==> config.mk <==
export PLATFORM = sky130hd
export DESIGN_NAME = pbp_front
export DESIGN_NICKNAME = d
export VERILOG_FILES = /design/src/rtl/pbp_pkg.sv /design/src/rtl/pbp_front.sv
export SDC_FILE = /design/constraint.sdc
export NUM_CORES = 1
export LEC_CHECK = 0
export BUFFER_PORTS_ARGS = -buffer_cell sky130_fd_sc_hd__buf_4
export CAP_MARGIN = 25
export CORE_UTILIZATION = 38
export DETAILED_ROUTE_END_ITERATION = 8
export PLACE_DENSITY_LB_ADDON = 0.15
export SYNTH_ARGS = -nofsm -noshare
export SYNTH_HDL_FRONTEND = slang
export SYNTH_SLANG_ARGS = --single-unit
==> constraint.sdc <==
create_clock -name clk -period 10.7 [get_ports clk]
set_clock_uncertainty 0.05 [all_clocks]
set_input_delay 0.535 -clock clk [delete_from_list [all_inputs] [get_ports clk]]
set_output_delay 0.535 -clock clk [all_outputs]
set_load 0.02 [all_outputs]
==> src/rtl/pbp_pkg.sv <==
// Types and constants of the per-source token bucket policer.
// No dependencies; imported by every module of the block but pbp_ram.
`default_nettype none

package pbp_pkg;

  localparam int unsigned TOK_W     = 36;
  localparam int unsigned CFG_IDX_W = 2;
  localparam int unsigned MS_PER_S  = 1000;

  typedef enum logic [1:0] {
    REQ_PACKET = 2'd0,
    REQ_SET    = 2'd1,
    REQ_PURGE  = 2'd2,
    REQ_NONE   = 2'd3
  } req_e;

  localparam logic [2:0] STAT_PASS      = 3'd0;
  localparam logic [2:0] STAT_DROP      = 3'd1;
  localparam logic [2:0] STAT_UNLIMITED = 3'd2;
  localparam logic [2:0] STAT_UNTRACKED = 3'd3;
  localparam logic [2:0] STAT_RATE_SET  = 3'd4;
  localparam logic [2:0] STAT_RATE_FULL = 3'd5;
  localparam logic [2:0] STAT_PURGED    = 3'd6;

  localparam logic [CFG_IDX_W-1:0] CFG_GLOBAL_RATE  = 2'd0;
  localparam logic [CFG_IDX_W-1:0] CFG_BURST_FACTOR = 2'd1;

  typedef struct packed {
    logic [1:0]  req_type;
    logic [31:0] source_ip;
    logic [15:0] packet_bytes;
    logic [31:0] rate_value;
    logic [15:0] idle_seconds;
    logic [31:0] now_ms;
  } in_item_t;

  typedef struct packed {
    logic             allowed;
    logic [2:0]       status;
    logic [TOK_W-1:0] tokens_left;
    logic [8:0]       purged_count;
  } out_item_t;

  typedef struct packed {
    logic [31:0] global_rate;
    logic [4:0]  burst_factor;
  } cfg_t;

  typedef struct packed {
    logic [31:0]      source;
    logic [TOK_W-1:0] tokens;
    logic [31:0]      stamp;
  } bucket_ent_t;

  typedef enum logic [3:0] {
    BK_IDLE,
    BK_CAP,
    BK_SCAN,
    BK_MATCH,
    BK_MUL,
    BK_DIV,
    BK_FRAC,
    BK_ADD,
    BK_SUM,
    BK_CHECK,
    BK_PURGE_SCAN,
    BK_PURGE_CHK,
    BK_RESULT
  } back_state_e;

endpackage

`default_nettype wire

==> src/rtl/pbp_front.sv <==
// Front end: accepts requests, discards undefined request types and queues the rest.
// Depends on pbp_pkg.
`default_nettype none

module pbp_front (
  input  wire logic             clk,
  input  wire logic             rst_n,
  input  wire logic             in_valid,
  output logic                  in_ready,
  input  wire pbp_pkg::in_item_t in_data,
  output logic                  head_valid,
  output pbp_pkg::in_item_t     head_data,
  input  wire logic             head_pop
);
  import pbp_pkg::*;

  in_item_t   q_r [2];
  logic       wr_ptr_r, wr_ptr_nxt;
  logic       rd_ptr_r, rd_ptr_nxt;
  logic [1:0] cnt_r, cnt_nxt;
  logic       push;
  logic       pop;

  // A transaction of the undefined type is accepted but never queued.
  assign in_ready   = (cnt_r != 2'd2);
  assign push       = in_valid && in_ready && (in_data.req_type != REQ_NONE);
  assign head_valid = (cnt_r != 2'd0);
  assign head_data  = q_r[rd_ptr_r];
  assign pop        = head_pop && head_valid;

  always_comb begin
    wr_ptr_nxt = push ? ~wr_ptr_r : wr_ptr_r;
    rd_ptr_nxt = pop ? ~rd_ptr_r : rd_ptr_r;
    cnt_nxt    = cnt_r + 2'(push) - 2'(pop);
  end

  // Queue pointers and fill count.
  always_ff @(posedge clk) begin
    if (!rst_n) begin
      wr_ptr_r <= 1'b0;
      rd_ptr_r <= 1'b0;
      cnt_r    <= 2'd0;
    end else begin
      wr_ptr_r <= wr_ptr_nxt;
      rd_ptr_r <= rd_ptr_nxt;
      cnt_r    <= cnt_nxt;
    end
  end

  // Queue storage.
  always_ff @(posedge clk) begin
    if (push) begin
      q_r[wr_ptr_r] <= in_data;
    end
  end

endmodule

`default_nettype wire

== After elaboration in Yosys (flattened, before gate mapping) ==
Memory sizes are Yosys's and may differ from the RTL's. A register that Yosys moved wholly into a read port is not among the register bits.
Cells that the tools add are included.
Operators by class
  $add $sub $neg: 2
  equal/unequal tests: 2
  mux-type cells: 4
  bitwise operators: 2
  reduce and logical (&&, ||, !) cells: 4
Operator list (count)
  1-bit 2-to-1 mux: 4
  2-bit inequality test, second input constant: 2
  1-bit logical AND: 3
  2-bit by 1-bit adder with 2-bit output: 1
  1-bit inverter: 2
  2-bit nonzero test: 1
  2-bit by 1-bit subtractor with 2-bit output: 1
Storage, ports and cells
  register bits after elaboration: 4
  RAM bits: 260
  bits of input ports: 134
  output and inout port bits: 132
  word-level logic and storage cells: 18
  memories kept: 1
Memory list
  q_r: depth 2, bits a word 130, read ports 1, clocked after Yosys merged registers in 1, wr ports 1, RTL line pbp_front.sv:17  | in_item_t q_r [2];

== Logic depth before layout (Yosys ltp) ==
  depth after elaboration: 5
  depth in mapped cells: 8
  depth with buffers taken out: 8

== Worst setup path before layout ==
Ideal clock, no wire load.
  path type: register to register
  from: reg cnt_r[0]
  to: mem q_r[0][0] (netlist bit) (enable)
  library setup time: 621 ps
  data arrival time: 6213 ps
  data required time: 10029 ps
  setup slack: 3816 ps
  cell stages (with the launch flop): 4
  path buffers: 0
  clock period less this slack: 6884 ps
  cell sequence: dfxtp_1 nand2b_1 nand3_1 nor2_1
Between the ends
  word-level cells in the longest chain between the ends: 5
Ends and longest elaborated chain
  start, declared: RTL line pbp_front.sv:20  | logic [1:0] cnt_r, cnt_nxt;
  start signal, assigned: RTL line pbp_front.sv:46  | cnt_r <= cnt_nxt;
  2-bit inequality test: RTL line pbp_front.sv:25  | assign in_ready = (cnt_r != 2'd2);
  net in_ready: RTL line pbp_front.sv:9  | output logic in_ready,
  1-bit logical AND (2 in series): RTL line pbp_front.sv:26  | assign push = in_valid && in_ready && (in_data.req_type != REQ_NONE);
  1-bit 2-to-1 mux: RTL line pbp_front.sv:52  | if (push) begin
  1-bit 2-to-1 mux (implied by the code): RTL line pbp_front.sv:53  | q_r[wr_ptr_r] <= in_data;
  end, declared: RTL line pbp_front.sv:17
The timed path passes the listed nets, and every way through them passes these cells.

==> flow_summary.html <==
<table>
<tr><th>Metric</th><th>Value</th></tr>
<tr><th colspan="2">Status</th></tr>
<tr><td>Status</td><td>completed</td></tr>
<tr><th colspan="2">Power</th></tr>
<tr><td>Clk network pwr share</td><td>29.0%</td></tr>
<tr><td>Static Leakage</td><td>4.702 nW</td></tr>
<tr><td>VDD IR-drop max</td><td>0.0001718 V</td></tr>
<tr><td>Switching share of total power</td><td>27.61%</td></tr>
<tr><td>Total power per unit cell area</td><td>227.7 nW/um2</td></tr>
<tr><td>Internal Pwr Total</td><td>2.112 mW</td></tr>
<tr><td>Seq pwr share</td><td>44.5%</td></tr>
<tr><td>Logic pwr share</td><td>26.5%</td></tr>
<tr><td>Overall Power</td><td>2.917 mW</td></tr>
<tr><td>Net switching power</td><td>0.8053 mW</td></tr>
<tr><th colspan="2">Drt</th></tr>
<tr><td>Drt via density</td><td>4.576</td></tr>
<tr><td>Violation count after the first detailed-route iteration</td><td>239</td></tr>
<tr><td>Detailed Routing Iterations Pass 1</td><td>4</td></tr>
<tr><td>Wirelength, routed</td><td>18580 um</td></tr>
<tr><td>Average detailed-routed wire length per instance</td><td>17.54 um</td></tr>
<tr><td>Post-detailed-route DRC marker count</td><td>0</td></tr>
<tr><td>Post-route ant nets</td><td>0</td></tr>
<tr><td>Via Count</td><td>4846</td></tr>
<tr><th colspan="2">Logic synthesis</th></tr>
<tr><td>Synth top area cells</td><td>sky130_fd_sc_hd__edfxtp_1, sky130_fd_sc_hd__mux2_2, sky130_fd_sc_hd__buf_6</td></tr>
<tr><td>Proportion of netlist area held by the largest area contributor</td><td>80.95%</td></tr>
<tr><td>Syn nets</td><td>566</td></tr>
<tr><td>Synth async-reset ratio</td><td>0%</td></tr>
<tr><td>YS warnings</td><td>0</td></tr>
<tr><td>Post-synthesis sequential area ratio</td><td>81.99%</td></tr>
<tr><td>Count of mapped cells out of synthesis</td><td>430</td></tr>
<tr><td>Commonest cells post-synth</td><td>sky130_fd_sc_hd__edfxtp_1, sky130_fd_sc_hd__mux2_2, sky130_fd_sc_hd__buf_6</td></tr>
<tr><td>Count of state elements after synthesis</td><td>265</td></tr>
<tr><td>Mapped Area</td><td>9644 um2</td></tr>
<tr><td>Number of distinct library cells after synthesis</td><td>18</td></tr>
<tr><td>Biggest area consumer among synthesized cells</td><td>sky130_fd_sc_hd__edfxtp_1</td></tr>
<tr><td>Primary flip-flop cell chosen by synthesis mapping</td><td>sky130_fd_sc_hd__edfxtp_1</td></tr>
<tr><td>Synthesized area per cell</td><td>22.43 um2</td></tr>
<tr><td>EDFF count, synth</td><td>260</td></tr>
<tr><td>Most instantiated library cell after synthesis</td><td>sky130_fd_sc_hd__edfxtp_1</td></tr>
<tr><th colspan="2">Clocking</th></tr>
<tr><td>TritonCTS clock tree</td><td>built</td></tr>
<tr><td>Number of buffers added for setup after CTS</td><td>0</td></tr>
<tr><td>Clock slew at the register clock pins of the worst setup and hold paths</td><td>60 ps</td></tr>
<tr><td>Buffer levels on the longest clock path</td><td>3</td></tr>
<tr><td>Worst-Skew Late Latency</td><td>530 ps</td></tr>
<tr><td>Cts bufs inserted</td><td>29</td></tr>
<tr><td>Number of hold-repair buffers added at the cts stage</td><td>0</td></tr>
<tr><td>Clock root cell</td><td>sky130_fd_sc_hd__clkbuf_16</td></tr>
<tr><td>Maximum level of the CTS H-tree</td><td>1</td></tr>
<tr><td>Post-CTS sizing</td><td>0</td></tr>
<tr><td>Sinks on Clock Net</td><td>265</td></tr>
<tr><th colspan="2">Setup path</th></tr>
<tr><td>Worst reg2reg endpoint</td><td>q_r[1][75]</td></tr>
<tr><td>Cell with the biggest individual delay on the critical path</td><td>sky130_fd_sc_hd__buf_4</td></tr>
<tr><td>Worst reg2reg path startpoint</td><td>cnt_r[0]</td></tr>
<tr><td>Dominant cell type by count on the critical path</td><td>sky130_fd_sc_hd__buf_4</td></tr>
<tr><td>Crit-path cells</td><td>buf_4, mux2_2, buf_4</td></tr>
<tr><td>Peak per-stage delay on the critical path</td><td>600 ps</td></tr>
<tr><td>Critical path fanouts, max</td><td>48</td></tr>
<tr><td>Worst R2R Setup Slack</td><td>8450 ps</td></tr>
<tr><td>Startpoint kind of the worst setup timing path</td><td>flip-flop</td></tr>
<tr><td>Kind of critical path</td><td>flip-flop to output pin</td></tr>
<tr><td>Sort of element at the end of the critical path</td><td>output pin</td></tr>
<tr><td>Termination of the worst setup path</td><td>head_data[97]</td></tr>
<tr><td>Worst Path Required</td><td>10120 ps</td></tr>
<tr><td>Length in cells of the worst reg-to-reg path</td><td>5</td></tr>
<tr><td>Worst path arrival time</td><td>2310 ps</td></tr>
<tr><th colspan="2">Die</th></tr>
<tr><td>Site row count</td><td>57</td></tr>
<tr><td>Total core area</td><td>24600 um2</td></tr>
<tr><td>Total die area</td><td>26020 um2</td></tr>
<tr><td>Horiz. Die Dim</td><td>161.3 um</td></tr>
<tr><td>Starting density of the core</td><td>39.20%</td></tr>
<tr><td>IO Count</td><td>266</td></tr>
<tr><td>Chip height</td><td>161.3 um</td></tr>
<tr><th colspan="2">Timing</th></tr>
<tr><td>Achievable frequency</td><td>345.9 MHz</td></tr>
<tr><td>Final-layout setup total negative slack</td><td>0 ps</td></tr>
<tr><td>Slew @ Worst Pin</td><td>898.7 ps</td></tr>
<tr><td>Unrepaired setup endpoints after global routing</td><td>no</td></tr>
<tr><td>Number of hold violations in the final report</td><td>0</td></tr>
<tr><td>Crit path time final</td><td>2891 ps</td></tr>
<tr><td>Finish-stage setup viols</td><td>0</td></tr>
<tr><td>Headroom to the max-slew limit</td><td>40.09%</td></tr>
<tr><td>Final period utilization</td><td>27.02%</td></tr>
<tr><td>Number of pins with negative max-slew slack in the final report</td><td>0</td></tr>
<tr><th colspan="2">Final layout</th></tr>
<tr><td>Net count reported at finish</td><td>855</td></tr>
<tr><td>Share of cells above drive strength 1</td><td>59.59%</td></tr>
<tr><td>Area added between synthesis and finish</td><td>32.85%</td></tr>
<tr><td>Ant diodes</td><td>0</td></tr>
<tr><th colspan="2">Job</th></tr>
<tr><td>Count of max-cap constraint violations</td><td>0</td></tr>
<tr><th colspan="2">Global routing</th></tr>
<tr><td>Peak-usage layer in the global routing report</td><td>met2</td></tr>
<tr><td>Met1 demand-to-capacity share in global routing</td><td>17.91%</td></tr>
<tr><td>Met3 layer usage reported by global route</td><td>4.982%</td></tr>
<tr><td>Number of antenna violations at the first check in global routing</td><td>0</td></tr>
<tr><td>Met2 demand-to-capacity share in global routing</td><td>22.47%</td></tr>
<tr><td>Overall routing resource usage</td><td>13.92%</td></tr>
<tr><td>Maximum number of pins on one net before global-route repair</td><td>66</td></tr>
<tr><td>Global-route congestion overflow total</td><td>0</td></tr>
<tr><td>First-pass GRT wire length</td><td>28190 um</td></tr>
<tr><td>Via count of the first global-routing pass</td><td>5154</td></tr>
<tr><th colspan="2">Placement</th></tr>
<tr><td>Routability congestion estimate</td><td>0.7046</td></tr>
<tr><td>Dpl hpwl</td><td>12130 um</td></tr>
<tr><td>Number of buffer cells added on primary ports</td><td>265</td></tr>
<tr><th colspan="2">Hold path</th></tr>
<tr><td>Start point of the worst hold path</td><td>in_data[125]</td></tr>
<tr><td>Type of the tightest min-delay check</td><td>input port to flip-flop</td></tr>
</table>
## cells by family (layout without fill, tap and decap cells)
group           count (synthesis)  after routing  synth area share (%)
simple gates                   12             12                0.6357
xor+xnor                        3              3                0.2725
compound gates                  1              1               0.07787
fa+ha+maj                       2              2                0.2594
flops                         265            265                 81.99
buf+inv                        16            321                 1.479
mux                           131            131                 15.28
## cells in the final DEF (no fill, tap or decap)
master / instances
sky130_fd_sc_hd__and2_1: 2
sky130_fd_sc_hd__buf_16: 2
sky130_fd_sc_hd__buf_4: 270
sky130_fd_sc_hd__clkbuf_1: 5
sky130_fd_sc_hd__clkbuf_16: 29
sky130_fd_sc_hd__clkinv_1: 10
sky130_fd_sc_hd__clkinv_2: 3
sky130_fd_sc_hd__dfxtp_1: 4
sky130_fd_sc_hd__dfxtp_4: 1
sky130_fd_sc_hd__edfxtp_1: 260
sky130_fd_sc_hd__ha_1: 2
sky130_fd_sc_hd__inv_1: 2
sky130_fd_sc_hd__mux2_2: 130
sky130_fd_sc_hd__mux2i_1: 1
sky130_fd_sc_hd__nand2_1: 3
sky130_fd_sc_hd__nand2b_1: 1
sky130_fd_sc_hd__nand3_1: 1
sky130_fd_sc_hd__nor2_4: 2
sky130_fd_sc_hd__nor2b_1: 2
sky130_fd_sc_hd__o21a_1: 1
sky130_fd_sc_hd__or2_2: 1
sky130_fd_sc_hd__xnor2_1: 3
## flip-flops by register name, indices dropped and copies added, names as in the netlist, named ones only
signal / flops
rd_ptr_r: 1
cnt_r: 2
q_r: 260
wr_ptr_r: 1
## critical path, delay by kind of cell (launching register included)
family	cells	cell delay [ps]
buffers and inverters	2	760
DFF	1	560
muxes	1	420
## power groups by stage
stage | clock network (mW) | registers [mW] | logic [mW]
CTS | 0.875 | 1.30 | 0.787
detailed placement | 0 | 1.32 | 0.783
global route | 0.914 | 1.31 | 0.822
global placement | 0 | 1.35 | 0.740
floorplan | 0 | 1.32 | 0.490
finish | 0.846 | 1.30 | 0.772
## cell type report
type	count	area (um2)
clock buffers	34	744.5
fillers	2023	11790
clock inverters	13	52.55
flip-flops and latches	265	7911
multi-input cells	149	1609
repair buffers	272	2082
inverters	2	7.507
well taps	324	405.4
## routing by layer
| layer | up-vias | share of wire [%] |
|---|---|---|
| met4 | 0 | 1.8 |
| met5 | - | 0 |
| met3 | 27 | 9.3 |
| met2 | 200 | 47 |
| li1 | 2277 | - |
| met1 | 2342 | 41 |
## per-stage QoR
| step | cells | worst slack (ps) | instance area [um2] | hold slack (ps) | utilization (%) |
|---|---|---|---|---|---|
| floorplan | 430 | 3816 | 9644 | 401.4 | - |
| global placement | 1010 | 7678 | 11960 | 443.3 | 48.61 |
| detailed placement | 1012 | 8285 | 12020 | 463.4 | 48.83 |
| CTS | 1059 | 7741 | 12810 | 110.5 | 52.07 |
| global route | 1059 | 7666 | 12810 | 103.7 | 52.07 |
| finish | 1059 | 7809 | 12810 | 134.2 | 52.07 |
## how the worst min path moves through the flow
stage | to | cells past startpoint | slack (ps)
after detailed placement | wr_ptr_r | 2 | 460
after CTS | q_r[0][124] | 1 | 110
after global placement | wr_ptr_r | 2 | 440
after global routing | q_r[1][28] | 1 | 100
after floorplan | wr_ptr_r | 2 | 400
final | q_r[0][125] | 1 | 130
Note: power is estimated with default switching activity, not from simulation.
